`config.mk`:
```
export PLATFORM = sky130hd
export DESIGN_NAME = npvl_sqacc
export DESIGN_NICKNAME = d
export VERILOG_FILES = /design/src/npvl_pkg.sv /design/src/npvl_sqacc.sv
export SDC_FILE = /design/constraint.sdc
export NUM_CORES = 2
export LEC_CHECK = 0
export BUFFER_PORTS_ARGS = -buffer_cell sky130_fd_sc_hd__buf_2
export CAP_MARGIN = 20
export CORE_MARGIN = 3
export CORE_UTILIZATION = 41
export CTS_BUF_LIST = sky130_fd_sc_hd__clkbuf_4
export DETAILED_ROUTE_END_ITERATION = 7
export PLACE_DENSITY_LB_ADDON = 0.25
export SLEW_MARGIN = 20
export SYNTH_ARGS = -nofsm -noshare
export SYNTH_HDL_FRONTEND = slang
export SYNTH_SLANG_ARGS = --single-unit
```
`constraint.sdc`:
```
create_clock -name clk -period 10.8 [get_ports clk]
set_clock_uncertainty 0.1 [all_clocks]
set_input_delay 1.62 -clock clk [delete_from_list [all_inputs] [get_ports clk]]
set_output_delay 1.62 -clock clk [all_outputs]
set_load 0.02 [all_outputs]
```
`src/npvl_pkg.sv`:
```
// shared types and constants for the nearest point value lookup
package npvl_pkg;

  localparam int OUT_VALUE_W = 32;
  localparam int OUT_INDEX_W = 10;

  typedef enum logic [1:0] {
    OP_CLEAR = 2'd0,
    OP_LOAD  = 2'd1,
    OP_QUERY = 2'd2
  } op_t;

  typedef enum logic [1:0] {
    ST_DONE  = 2'd0,
    ST_EMPTY = 2'd1,
    ST_FULL  = 2'd2
  } status_t;

  typedef struct packed {
    logic valid;
    logic first;
    logic last;
  } sq_ctl_t;

endpackage

```
`src/npvl_sqacc.sv`:
```
// shared squared-difference unit with distance accumulator
module npvl_sqacc
  import npvl_pkg::*;
#(
  parameter int CW = 24
) (
  input  logic                clk,
  input  logic                rst,
  input  sq_ctl_t             ctl,
  input  logic signed [CW-1:0] a,
  input  logic signed [CW-1:0] b,
  output logic                dist_valid,
  output logic [2*CW+1:0]     sq_dist
);

  localparam int DIST_W = 2 * CW + 2;

  logic [CW:0]       diff;
  logic [CW:0]       mag1;
  sq_ctl_t           ctl1;
  logic [DIST_W-1:0] sq2;
  sq_ctl_t           ctl2;
  logic [DIST_W-1:0] acc;
  logic [DIST_W-1:0] acc_sum;

  assign diff    = {a[CW-1], a} - {b[CW-1], b};
  assign acc_sum = (ctl2.first ? '0 : acc) + sq2;
  assign sq_dist = acc;

  always_ff @(posedge clk) begin
    if (rst) begin
      ctl1       <= '0;
      ctl2       <= '0;
      dist_valid <= 1'b0;
    end else begin
      ctl1       <= ctl;
      ctl2       <= ctl1;
      dist_valid <= ctl2.valid & ctl2.last;
    end
    mag1 <= diff[CW] ? (~diff + 1'b1) : diff;
    sq2  <= mag1 * mag1;
    if (ctl2.valid) begin
      acc <= acc_sum;
    end
  end

endmodule

```
==> reports/results.ini <==
[cts]
cts_tree = done
worstSkewPairLatency_ns = 0.73
postCtsHoldBufs = 0
clkTransAtPathRegs_ns = 0.14
cts-buffers-inserted = 17
htree_levels = 4
ctsResizeCount = 0
cts_buffer_depth = 2
numClockSinks = 131
cts_setup_buffers = 0
clock-root-buffer = clkbuf_4

[placement]
gp_congestion = 0.8764
io_buffers = 103
detailed_place_hpwl_um = 52370

[route]
drtPass1Iterations = 5
vias_per_cell = 4.951
wl_per_cell_um = 16.33
drt_wl_total_um = 63540
drc = 0
drt_iter0_drc = 1144
vias = 19266
antenna_left = 0

[floorplan]
start_util = 0.4187
ios = 104
die-area_sq_um = 68220
core_area_sq_um = 63770
die_h_um = 261.2
num_rows = 92
fp.dieW_um = 261.2

[sta]
setup_violations = 0
finalHoldViolations = 0
period_minus_slack_ns = 8.042
fin_setup_tns_ns = 0
rsz0062_at_grt = no
slew_headroom = 0.2753
finalCritPeriodShare = 0.7447
slew_viol_final = 0
clock.fmax_mhz = 124.3
worstMarginPinSlew_ns = 1.086

[grt]
antenna_found_initial = 2
grt_usage = 0.1957
grt_pass1_vias = 20397
grt_max_degree = 52
overflow = 0
grt_pass1_wl_um = 105600

[synthesis]
yosys.area.top_type = fa_1
synth_area_sq_um = 26700
syn-instance-count = 2988
netlist-cell-type-count = 91
synth.area.top_cells = fa_1 35%, ha_1 12%, inv_1 10%, dfxtp_1 6.1%, edfxtp_1 5.6%
syn_avg_cell_area_sq_um = 8.936
synth_seq_cells = 131
syn-num-nets = 3772
synth-async-reset-ratio = 0
synth_top_area_share = 0.3502
synth_top_flop_cell = dfxtp_1
synth_enable_flop_cells = 50
seq_area_frac_synth = 0.1170
ys_warn_count = 0
synthTopCellsByCount = 714 x inv_1, 467 x fa_1, 264 x ha_1
synth_most_common_cell = inv_1

[critical_path]
cp-end-kind = flop
critPathSlowestCell = dfxtp_1
critical-path-top-delay-family = adder cells
critical_path_class = flop to flop
arrival_ns = 8.56
crit_fanout = 23
crit_buf_inv = 5
crit_required_ns = 11.32
cp-start-kind = flop
crit_top_cell = fa_1
path_cells = inv_1 -> nor2_1 -> fa_1 -> fa_1 -> fa_1 -> inv_1 -> fa_1 -> inv_1 -> fa_1 -> fa_1 -> inv_1 -> fa_1 -> inv_1 -> ha_1 -> and2_1 -> nand3_1 -> nor2_1 -> nor4bb_1 -> o21ai_0 -> a21oi_1 -> and3b_1 -> o31ai_1 -> xnor2_1
slowest_delay_ns = 1.02

[outcome]
outcome = finished clean

[finish]
areaGrowthSynthToFinish_pct = 6.242
drive_gt1_frac = 0.06375
nets = 3814

[hold_path]
hold_path.class = flop to flop

[job]
max_cap_violations = 0

worst register-to-register path, cell delays in order (launching register included):
cell and delay [ns]:
dfxtp_1 1.02, inv_1 0.36, nor2_1 0.28, fa_1 0.46, fa_1 0.53, fa_1 0.56, inv_1 0.06, fa_1 0.49
inv_1 0.05, fa_1 0.49, fa_1 0.50, inv_1 0.05, fa_1 0.47, inv_1 0.04, ha_1 0.37, and2_1 0.24
nand3_1 0.14, nor2_1 0.12, nor4bb_1 0.41, o21ai_0 0.30, a21oi_1 0.22, and3b_1 0.26, o31ai_1 0.30, xnor2_1 0.14
cell usage in the layout (no fill, tap or decap), types with 5 or more instances in the layout:
cell and count:
nand4_1 21, nand3_1 39, a211oi_1 15, ha_1 264, and3_1 20, nor2b_1 73
inv_1 714, a21oi_1 129, a31oi_1 16, or2_2 7, or3_1 8, xor2_1 48
nand2b_1 10, o21ai_0 72, xnor2_1 85, o211ai_1 10, nand2_1 242, o2111ai_1 6
nor4_1 7, o21a_1 20, o21bai_1 14, and2_1 125, buf_2 103, clkbuf_4 17
dfxtp_1 79, a21o_1 77, a21boi_0 5, fa_1 467, nor3_1 33, edfxtp_1 50
nor2_1 120, o211a_1 5, buf_4 22
state kept, by name, summed over array words and instances, names as in the netlist:
register	flops
sq_dist	50
sq2	49
mag1	25
dist_valid	1
ctl2	3
ctl1	3
final timing paths:
kind              startpoint    endpoint  slack [ns]  cells past startpoint
hold / removal       ctl2[0]  dist_valid        0.30                      2
setup reg to reg     mag1[2]     sq2[47]        2.76                     23
setup / recovery     mag1[2]     sq2[47]        2.76                     23
hold reg to reg      ctl2[0]  dist_valid        0.30                      2
metrics by stage:
stage	cell area [sq um]	worst slack [ns]	std cells	hold WS (ns)	util
final	28370	2.758	3891	0.2986	0.4448
after global placement	28030	2.891	3857	0.3087	0.4395
after CTS	28360	2.729	3889	0.2993	0.4447
after detailed placement	28030	2.773	3857	0.3126	0.4395
after global routing	28370	2.272	3891	0.3130	0.4448
after floorplan	26700	3.794	2988	0.2952	-
per-layer routing:
layer	part of all wire	global-route usage	vias to the layer above
li1	-	-	9425
met3	0.054	0.02920	77
met1	0.48	0.2763	9313
met5	0	0	-
met4	0.019	0.05220	0
met2	0.45	0.3149	451
layout make-up:
cell class              instances  area [sq um]
clock inverters                15         203.9
well taps                     846          1059
multi-input cells            2041         20480
inverters                     714          2680
clock buffers                  17         127.6
repair buffers                125         680.7
flip-flops and latches        131          3126
diodes                          2         5.005
fillers                      6365         35410
cell families after synthesis:
| family | synth area share |
|---|---|
| XOR/XNOR | 0.04424 |
| adder cells (fa/ha/maj) | 0.4739 |
| buffers and inverters | 0.1158 |
| AND/OR/NAND/NOR | 0.1391 |
| multiplexers | 0.002390 |
| AO/OA/AOI/OAI | 0.1076 |
| flip-flops | 0.1170 |
Power is left out: the tool's default activity adds up to more than one toggle a clock period on the data nets, which glitch-free logic cannot reach.
